### config.mk
export PLATFORM = sky130hd
export DESIGN_NAME = beam_dot_product_gain_clamp_unit_flat
export DESIGN_NICKNAME = d
export VERILOG_FILES = /design/src/rtl/beamdp_pkg.sv /design/src/rtl/beamdp_if.sv /design/src/rtl/beamdp_acc.sv /design/src/rtl/beamdp_mul.sv /design/src/rtl/beamdp_rnd.sv /design/src/rtl/beam_dot_product_gain_clamp_unit.sv /design/src/flat_wrapper.sv
export VERILOG_INCLUDE_DIRS = /design/src /design/src/rtl
export SDC_FILE = /design/constraint.sdc
export NUM_CORES = 2
export LEC_CHECK = 0
export BUFFER_PORTS_ARGS = -buffer_cell sky130_fd_sc_hd__buf_2
export CAP_MARGIN = 0
export CORE_MARGIN = 1
export CORE_UTILIZATION = 36
export DETAILED_ROUTE_END_ITERATION = 16
export PLACE_DENSITY = 0.5
export SETUP_SLACK_MARGIN = 0.4
export SYNTH_ARGS = -nofsm -noshare
export SYNTH_HDL_FRONTEND = slang
export SYNTH_SLANG_ARGS = --single-unit
### constraint.sdc
create_clock -name clk -period 8.3 [get_ports clk]
set_input_delay 0.415 -clock clk [delete_from_list [all_inputs] [get_ports clk]]
set_output_delay 0.415 -clock clk [all_outputs]
set_load 0.02 [all_outputs]
### src/rtl/beam_dot_product_gain_clamp_unit_assert.svh
// Assertion macros shared by the beam dot-product RTL.
// Plain text, no dependencies; pulled in by `include where checks are written.
`ifndef BEAM_DOT_PRODUCT_GAIN_CLAMP_UNIT_ASSERT_SVH
`define BEAM_DOT_PRODUCT_GAIN_CLAMP_UNIT_ASSERT_SVH

// Same-cycle implication, disabled during reset.
`define BEAMDP_ASSERT_NOW(label, clk, rst, ante, cons) \
  label: assert property (@(posedge clk) disable iff (rst) (ante) |-> (cons)) \
    else $error("beamdp: same-cycle check failed");

// Next-cycle implication, disabled during reset.
`define BEAMDP_ASSERT_NEXT(label, clk, rst, ante, cons) \
  label: assert property (@(posedge clk) disable iff (rst) (ante) |=> (cons)) \
    else $error("beamdp: next-cycle check failed");

`endif

### src/rtl/beamdp_pkg.sv
// Shared widths, types and constants for the beam dot-product unit.
// No dependencies; imported by the interfaces and every module.
package beamdp_pkg;

  localparam int SAMPLE_W  = 4;
  localparam int TERM_W    = 2 * SAMPLE_W;
  localparam int ACC_W     = 20;
  localparam int GAIN_W    = 24;
  localparam int GAIN_FRAC = 16;
  localparam int PROD_W    = GAIN_W + ACC_W;
  localparam int QF_W      = PROD_W - GAIN_FRAC;
  localparam int OUT_W     = 4;

  typedef logic signed [SAMPLE_W-1:0] sample_t;
  typedef logic signed [TERM_W-1:0]   term_t;
  typedef logic signed [ACC_W-1:0]    sum_t;
  typedef logic signed [GAIN_W-1:0]   gain_t;
  typedef logic signed [PROD_W-1:0]   prod_t;
  typedef logic signed [QF_W-1:0]     qfloor_t;
  typedef logic signed [OUT_W-1:0]    beam_t;

  localparam beam_t OUT_MAX = beam_t'(7);
  localparam beam_t OUT_MIN = beam_t'(-7);

  // Completed sum with its gain, waiting for the multiply.
  typedef struct packed {
    logic  valid;
    sum_t  sum;
    gain_t gain;
  } sum_stage_t;

  // Gained product with the raw sum, waiting for round and clamp.
  typedef struct packed {
    logic  valid;
    prod_t prod;
    sum_t  sum;
  } prod_stage_t;

endpackage

### src/rtl/beamdp_if.sv
// Valid/ready channel interfaces for input items and results.
// Depends on beamdp_pkg for field types.
interface beamdp_in_if
  import beamdp_pkg::*;
  ();
  logic    valid;
  logic    ready;
  sample_t weight;
  sample_t sample;
  gain_t   gain;
  logic    last;

  modport source (output valid, weight, sample, gain, last, input ready);
  modport sink (input valid, weight, sample, gain, last, output ready);
endinterface

interface beamdp_out_if
  import beamdp_pkg::*;
  ();
  logic  valid;
  logic  ready;
  beam_t beam_value;
  sum_t  raw_sum;

  modport source (output valid, beam_value, raw_sum, input ready);
  modport sink (input valid, beam_value, raw_sum, output ready);
endinterface

### src/rtl/beamdp_acc.sv
// Input stage: multiply-accumulate of weight*sample, hands the finished sum on.
// Depends on beamdp_pkg and beamdp_in_if.
module beamdp_acc
  import beamdp_pkg::*;
(
  input  logic          clk,
  input  logic          rst,
  beamdp_in_if.sink     items,
  input  logic          ready_down,
  output sum_stage_t    stage
);

  sum_t  accumulator;
  term_t term;
  sum_t  sum_next;
  logic  accept;

  assign items.ready = !stage.valid || ready_down;
  assign accept      = items.valid && items.ready;
  assign term        = items.weight * items.sample;
  assign sum_next    = accumulator + sum_t'(term);

  always_ff @(posedge clk) begin
    if (rst) begin
      accumulator <= '0;
      stage.valid <= 1'b0;
    end else begin
      if (accept) begin
        accumulator <= items.last ? '0 : sum_next;
      end
      if (accept && items.last) begin
        stage.valid <= 1'b1;
        stage.sum   <= sum_next;
        stage.gain  <= items.gain;
      end else if (ready_down) begin
        stage.valid <= 1'b0;
      end
    end
  end

endmodule

### src/rtl/beamdp_mul.sv
// Gain stage: registered signed 24x20 multiply of gain and sum.
// Depends on beamdp_pkg.
module beamdp_mul
  import beamdp_pkg::*;
(
  input  logic        clk,
  input  logic        rst,
  input  sum_stage_t  stage_in,
  output logic        ready_up,
  input  logic        ready_down,
  output prod_stage_t stage
);

  logic load;

  assign ready_up = !stage.valid || ready_down;
  assign load     = stage_in.valid && ready_up;

  always_ff @(posedge clk) begin
    if (rst) begin
      stage.valid <= 1'b0;
    end else begin
      if (ready_up) begin
        stage.valid <= stage_in.valid;
      end
      if (load) begin
        stage.prod <= prod_t'(stage_in.gain) * prod_t'(stage_in.sum);
        stage.sum  <= stage_in.sum;
      end
    end
  end

endmodule

### src/rtl/beamdp_rnd.sv
// Output stage: round half to even from Q16, clamp to -7..7, result register.
// Depends on beamdp_pkg and beamdp_out_if.
module beamdp_rnd
  import beamdp_pkg::*;
(
  input  logic         clk,
  input  logic         rst,
  input  prod_stage_t  stage_in,
  output logic         ready_up,
  beamdp_out_if.source results
);

  qfloor_t                q_floor;
  logic [GAIN_FRAC-1:0]   frac;
  logic                   round_up;
  beam_t                  beam_next;
  logic                   load;

  localparam logic [GAIN_FRAC-1:0] HALF = {1'b1, {(GAIN_FRAC-1){1'b0}}};

  assign ready_up = !results.valid || results.ready;
  assign load     = stage_in.valid && ready_up;
  assign q_floor  = stage_in.prod[PROD_W-1:GAIN_FRAC];
  assign frac     = stage_in.prod[GAIN_FRAC-1:0];
  assign round_up = (frac > HALF) || ((frac == HALF) && q_floor[0]);

  // Clamp on the floor: floor >= 7 rounds to 7 or 8, floor <= -8 to -8 or -7.
  always_comb begin
    if (q_floor >= qfloor_t'(OUT_MAX)) begin
      beam_next = OUT_MAX;
    end else if (q_floor < qfloor_t'(OUT_MIN)) begin
      beam_next = OUT_MIN;
    end else begin
      beam_next = q_floor[OUT_W-1:0] + {{(OUT_W-1){1'b0}}, round_up};
    end
  end

  always_ff @(posedge clk) begin
    if (rst) begin
      results.valid <= 1'b0;
    end else if (ready_up) begin
      results.valid <= stage_in.valid;
    end
  end

  always_ff @(posedge clk) begin
    if (load) begin
      results.beam_value <= beam_next;
      results.raw_sum    <= stage_in.sum;
    end
  end

endmodule

### src/rtl/beam_dot_product_gain_clamp_unit.sv
// Top level of the beam dot-product, gain and clamp unit.
// Depends on beamdp_pkg, beamdp_if.sv, beamdp_acc, beamdp_mul, beamdp_rnd.
`include "beam_dot_product_gain_clamp_unit_assert.svh"

// Accepts one weight/sample request per cycle while the sum stage is not
// stalled, and accumulates weight*sample into a 20-bit running sum (wraps
// modulo 2^20). The request with last set closes the beam element: its sum,
// including its own term, is multiplied by the Q8.16 gain, rounded to nearest
// with ties to even, clamped to -7..7 and delivered with the raw sum; the
// running sum then restarts at zero. Requests without last produce no result.
// Throughput is one request per clock while the input is not stalled; result
// valid rises once its sum has passed through the three registers in its
// path: the sum register, the registered gain multiply and the output
// register. Each stage holds its contents only while the stage after it is
// full and stalled, so input requests keep flowing while a result waits to be
// taken as long as an earlier stage has room.
module beam_dot_product_gain_clamp_unit
  import beamdp_pkg::*;
(
  input  logic         clk,
  input  logic         rst,
  beamdp_in_if.sink    items,
  beamdp_out_if.source results
);

  sum_stage_t  sum_stage;    // finished sum + gain
  prod_stage_t prod_stage;   // gain * sum, Q16
  logic        mul_ready;    // multiply stage can take a sum
  logic        rnd_ready;    // output stage can take a product

  // Stage 1: multiply-accumulate, captures the sum on last.
  beamdp_acc u_acc (
    .clk        (clk),
    .rst        (rst),
    .items      (items),
    .ready_down (mul_ready),
    .stage      (sum_stage)
  );

  // Stage 2: gain multiply.
  beamdp_mul u_mul (
    .clk        (clk),
    .rst        (rst),
    .stage_in   (sum_stage),
    .ready_up   (mul_ready),
    .ready_down (rnd_ready),
    .stage      (prod_stage)
  );

  // Stage 3: rounding, clamp and result register.
  beamdp_rnd u_rnd (
    .clk      (clk),
    .rst      (rst),
    .stage_in (prod_stage),
    .ready_up (rnd_ready),
    .results  (results)
  );

  // A taken last request always lands in the sum stage.
  `BEAMDP_ASSERT_NEXT(a_last_loads, clk, rst, items.valid && items.ready && items.last, sum_stage.valid)
  // A stalled product is not dropped.
  `BEAMDP_ASSERT_NEXT(a_prod_holds, clk, rst, prod_stage.valid && !rnd_ready, prod_stage.valid)
  // Clamp never lets -8 out.
  `BEAMDP_ASSERT_NOW(a_clamp_range, clk, rst, results.valid, results.beam_value != beam_t'(-8))
  // Input is blocked only when the sum stage is full and cannot drain.
  `BEAMDP_ASSERT_NOW(a_ready_rule, clk, rst, !items.ready, sum_stage.valid && !mul_ready)

endmodule
### src/flat_wrapper.sv
// flat-port wrapper written by rule: the top's interface ports become plain ports
module beam_dot_product_gain_clamp_unit_flat import beamdp_pkg::*;
  (clk, rst, items_valid, items_weight, items_sample, items_gain, items_last, items_ready, results_valid, results_beam_value, results_raw_sum, results_ready);
  beamdp_in_if items_i ();
  beamdp_out_if results_i ();
  input  logic clk;
  input  logic rst;
  input wire logic [$bits(items_i.valid)-1:0] items_valid;
  input wire logic [$bits(items_i.weight)-1:0] items_weight;
  input wire logic [$bits(items_i.sample)-1:0] items_sample;
  input wire logic [$bits(items_i.gain)-1:0] items_gain;
  input wire logic [$bits(items_i.last)-1:0] items_last;
  output wire logic [$bits(items_i.ready)-1:0] items_ready;
  output wire logic [$bits(results_i.valid)-1:0] results_valid;
  output wire logic [$bits(results_i.beam_value)-1:0] results_beam_value;
  output wire logic [$bits(results_i.raw_sum)-1:0] results_raw_sum;
  input wire logic [$bits(results_i.ready)-1:0] results_ready;
  assign items_i.valid = items_valid;
  assign items_i.weight = items_weight;
  assign items_i.sample = items_sample;
  assign items_i.gain = items_gain;
  assign items_i.last = items_last;
  assign items_ready = items_i.ready;
  assign results_valid = results_i.valid;
  assign results_beam_value = results_i.beam_value;
  assign results_raw_sum = results_i.raw_sum;
  assign results_i.ready = results_ready;
  beam_dot_product_gain_clamp_unit u_core (.clk(clk), .rst(rst), .items(items_i), .results(results_i));
endmodule
Word level (Yosys, flattened, before mapping):

Index checks and enable logic that the tools add are counted.

* bits in registers: 155
* input bits: 37
* output and inout bits: 26
* word-level logic and storage cells: 40

* add/subtract/negate cells: 2
* $mul: 2
* $lt $le $gt $ge: 3
* eq/ne operators: 1
* multiplexer cells: 4
* bitwise operators: 1
* reduce and logical (&&, ||, !) cells: 16

Operators with widths (count)
* 24-bit by 20-bit multiplier with 44-bit output: 1
* 28-bit by 4-bit >= comparator with 1-bit output, second input constant: 1
* 28-bit by 4-bit < comparator with 1-bit output, second input constant: 1
* 20-bit by 8-bit adder with 20-bit output: 1
* 20-bit two-way mux: 1
* 16-bit == test, second input constant: 1
* 16-bit greater-than comparator, second input constant: 1
* 4-bit by 4-bit multiplier with 8-bit output: 1
* 1-bit logical AND: 5
* 4-bit by 1-bit adder with 4-bit output: 1
* 1-bit logical OR: 4
* 4-bit two-way mux: 1
* 2-bit AND reduction: 2
* 1-bit logical NOT: 3
* 1-bit two-way mux: 2
* 2-bit nonzero test: 1
* 2-bit OR reduction: 1
* 1-bit NOT: 1

Depth between registers and ports, before layout:

* depth in word-level cells: 7
* gate-level depth with buffers: 26
* mapped depth without buffers: 25

By module:

A second synthesis with hierarchy kept.

* cells, all modules: 2514
* area total of the unflattened synthesis: 25125.3 µm²

Modules (own cells, without submodules)
* beamdp_mul: times used 1, cells each 2043, area an instance 19675.1 µm², seq. area each 1941.9 µm²
* beamdp_acc: times used 1, cells each 401, area an instance 4389.2 µm², seq. area each 1741.7 µm²
* beamdp_rnd: times used 1, cells each 70, area an instance 1061.0 µm², seq. area each 740.7 µm²

Worst setup path after synthesis:

OpenSTA, ideal clock, no wires.

* path type: reg-to-reg
* from: register u_core.u_acc.stage[26] (netlist bit)
* to: register u_core.u_mul.stage[63] (netlist bit), data pin
* library setup time: 0.256 ns
* data arrival time: 6.825 ns
* data required time: 8.044 ns
* slack: 1.220 ns
* stages on the path, launching flop included: 24
* path buffers: 1
* clock period less this slack: 7.080 ns
* cells stage by stage: edfxtp_1 > clkbuf_1 > and2_1 > fa_1 > inv_1 > fa_1 > inv_1 > fa_1 > inv_1 > fa_1 > inv_1 > fa_1 > inv_1 > fa_1 > fa_1 > inv_1 > ha_1 > a21o_1 > a21o_1 > a21o_1 > a21oi_1 > a31oi_1 > or4_1 > and4_1

* cells in the longest elaborated chain, start to end: 1

RTL lines
* start: declaration: RTL line beamdp_acc.sv:10 `output sum_stage_t stage`
* 24-bit by 20-bit multiplier with 44-bit output: RTL line beamdp_mul.sv:27 `stage.prod <= prod_t'(stage_in.gain) * prod_t'(stage_in.sum);`
* end: declaration: RTL line beamdp_mul.sv:11 `output prod_stage_t stage`

Every way passes these cells.
A chain may end at the register's enable or synchronous reset.

Worst setup path after layout:

* from: register u_core.u_acc.stage[8] (netlist bit)
* to: register u_core.u_mul.stage[63] (netlist bit), data pin

The elaborated chain is that of the path after synthesis.

==> results.py <==
metrics = {
    "clock_tree": {
        "cts_made_buffers": 17,
        "cts_sinks": 155,
        "cts_resized": 0,
        "cts_tree": "done",
        "cts_hold_repair.buffers": 0,
        "cts_buffer_depth": 2,
        "ctsHtreeMaxLevel": 4,
        "clk_pin_slew_ns": 0.08,
        "root_buffer": "clkbuf_16",
        "clk_latency_ns": 0.51,
    },
    "yosys": {
        "syn_area_per_cell_um2": 10.1,
        "ys_seq_elements": 155,
        "synth_warnings": 0,
        "synth_cells": 2456,
        "syn_nets": 3181,
        "syn_area_um2": 24900,
        "synth_edf_count": 132,
        "ys.flop_type": "edfxtp_1",
        "netlist-cell-type-count": 58,
        "seq_area_frac_synth_pct": 17.8,
        "async_reset_ff_share_pct": 0,
    },
    "timing": {
        "clock.fmax_ghz": 0.131,
        "maxSlewHeadroom_pct": 22.4,
        "hold_viol": 0,
        "clock_skew_ns": 0.0159,
        "grt_setup_unrepaired": "false",
        "min_period_over_period_pct": 92.1,
        "setup_tns_ns": 0,
        "hold_slack_ns": 0.0763,
        "tightest_slew_ns": 1.16,
        "fin_crit_ns": 7.64,
        "setup_viol": 0,
        "finalMaxSlewViolations": 0,
    },
    "routing": {
        "drt-vias-per-instance": 4.82,
        "num_vias": 16400,
        "detail-route-antenna-nets": 0,
        "drt_pass1_iterations": 5,
        "drc": 0,
        "drt-wirelength-per-cell_um": 19.1,
        "totalWireLength_um": 65100,
        "drt_iter0_drc": 1015,
    },
    "place": {
        "routabilityCongestion": 0.837,
        "io_buffers": 62,
        "hpwl_um": 49700,
    },
    "status": {
        "status": "completed",
    },
    "worst_setup_path": {
        "end_kind": "register",
        "crit_fanout": 20,
        "r2r_cells": 22,
        "crit_arrival_ns": 7.90,
        "crit_required_ns": 8.56,
        "startpoint_type": "register",
        "worst-setup-path-type": "reg2reg",
    },
    "die": {
        "die-area_um2": 70200,
        "ios": 63,
        "core-area_um2": 68500,
        "rows": 96,
        "die_x_um": 265,
        "initial_core_util_pct": 36.4,
        "die_h_um": 265,
    },
    "run": {
        "cap_violations": 0,
    },
    "grt": {
        "antenna_found_initial": 3,
        "grt_pass1_wl_um": 102000,
        "overflow": 0,
        "grt.total_usage_pct": 19.1,
        "grt_max_degree": 61,
        "grt_pass1_vias": 17800,
    },
    "layout": {
        "syn2layout_area_growth_pct": 9.27,
        "nets": 3230,
        "final_common_cell": "inv_1",
        "fillers": 6771,
        "num_antenna_cells": 0,
        "drive_gt1_share_pct": 7.15,
        "final_cell_mix": "607 x inv_1, 530 x fa_1, 259 x and2_1",
    },
    "hold_path": {
        "hp-class": "in2reg",
        "holdPathStages": 1,
    },
}
==> through the flow <==
| step | setup WS (ns) | util (%) | cells | cell area, µm² |
|---|---|---|---|---|
| global placement | 0.544 | 38.3 | 3340 | 26200 |
| global route | 0.426 | 39.7 | 3400 | 27200 |
| CTS | 0.429 | 39.3 | 3374 | 26900 |
| floorplan | 1.22 | - | 2456 | 24900 |
| detailed placement | 0.430 | 38.3 | 3340 | 26200 |
| finish | 0.656 | 39.7 | 3400 | 27200 |
==> Yosys cell counts (all sizes together), types with 7 or more instances <==
cell / number / share of area [%]
a211oi: 7 / 0.21
a21o: 29 / 0.88
a21oi: 47 / 0.98
a22oi: 14 / 0.42
a31oi: 9 / 0.25
and2: 259 / 6.5
and3: 8 / 0.20
clkbuf: 98 / 1.5
dfxtp: 23 / 1.8
edfxtp: 132 / 16
fa: 530 / 43
ha: 158 / 7.9
inv: 607 / 9.2
nand2: 239 / 3.6
nand2b: 21 / 0.53
nand3: 10 / 0.20
nand4: 11 / 0.28
nor2: 65 / 0.98
nor2b: 8 / 0.20
nor3: 9 / 0.18
nor3b: 8 / 0.24
nor4: 12 / 0.30
o21ai: 28 / 0.58
xnor2: 48 / 1.7
xor2: 19 / 0.67
==> layout make-up <==
| class | instances | area (µm²) | share of cell area (%) |
|---|---|---|---|
| sequential | 155 | 4420 | 16.3 |
| inverter | 608 | 2280 | 8.39 |
| multi-input combinational | 1595 | 17800 | 65.6 |
| timing repair buffer | 128 | 931 | 3.42 |
| clock buffer | 17 | 425 | 1.56 |
| clock inverter | 15 | 191 | 0.704 |
| tap | 882 | 1100 | 4.06 |
==> sequential cells by signal, summed over array words and instances, names as in the netlist <==
name,cells
u_core.u_mul.stage,65
u_core.u_acc.stage,45
u_core.u_acc.accumulator,20
u_core.u_rnd.results.raw_sum,20
u_core.u_rnd.results.beam_value,4
u_core.u_rnd.results.valid,1
==> repair_timing <==
item	in CTS	in global routing
setup endpoints to repair	1	2
pin swaps	0	0
setup buffers	2	26
endpoints found under the hold margin	0	0
==> path summary, 6_finish.rpt <==
check	slack, ns	to	start
worst min register to register	0.42	u_core.u_rnd.results.raw_sum[17]$_DFFE_PP_	u_core.u_mul.stage[17]$_DFFE_PP_
worst max-delay path	0.66	u_core.u_mul.stage[63]$_DFFE_PP_	u_core.u_acc.stage[8]$_DFFE_PP_
worst min-delay path	0.08	u_core.u_acc.stage[21]$_DFFE_PP_	items_gain[21]
worst max register to register	0.66	u_core.u_mul.stage[63]$_DFFE_PP_	u_core.u_acc.stage[8]$_DFFE_PP_
==> layer usage <==
layer  global-route usage (%)  vias to the layer above  share of wire, %
li1                         -                     7464                 -
met1                     26.1                     8467                45
met2                     31.2                      370                46
met3                     3.45                       72               5.5
met4                     5.09                        0               2.5
met5                        0                        -                 0
==> worst max-delay path: stages (launching register included) <==
cell and delay [ns]:
edfxtp_1 0.79, and2_1 0.36, fa_1 0.40, fa_1 0.55
inv_1 0.05, fa_1 0.48, inv_1 0.06, fa_1 0.48
fa_1 0.45, fa_1 0.56, inv_1 0.06, fa_1 0.48
inv_1 0.05, ha_1 0.35, a21o_1 0.21, a21o_1 0.17
a221o_1 0.38, a21oi_2 0.29, o211ai_1 0.18, nand4b_1 0.20
a31oi_1 0.17, or4_1 0.49, and4_1 0.18
==> kinds of logic after synthesis <==
group | share of synthesized area, %
compound gates | 5.08
fa+ha+maj | 50.6
mux | 0.0402
flops | 17.8
buf+inv | 10.6
simple gates | 13.5
xor+xnor | 2.36
Power is left out: the tool's default activity adds up to more than one toggle a clock period on the data nets, which glitch-free logic cannot reach.
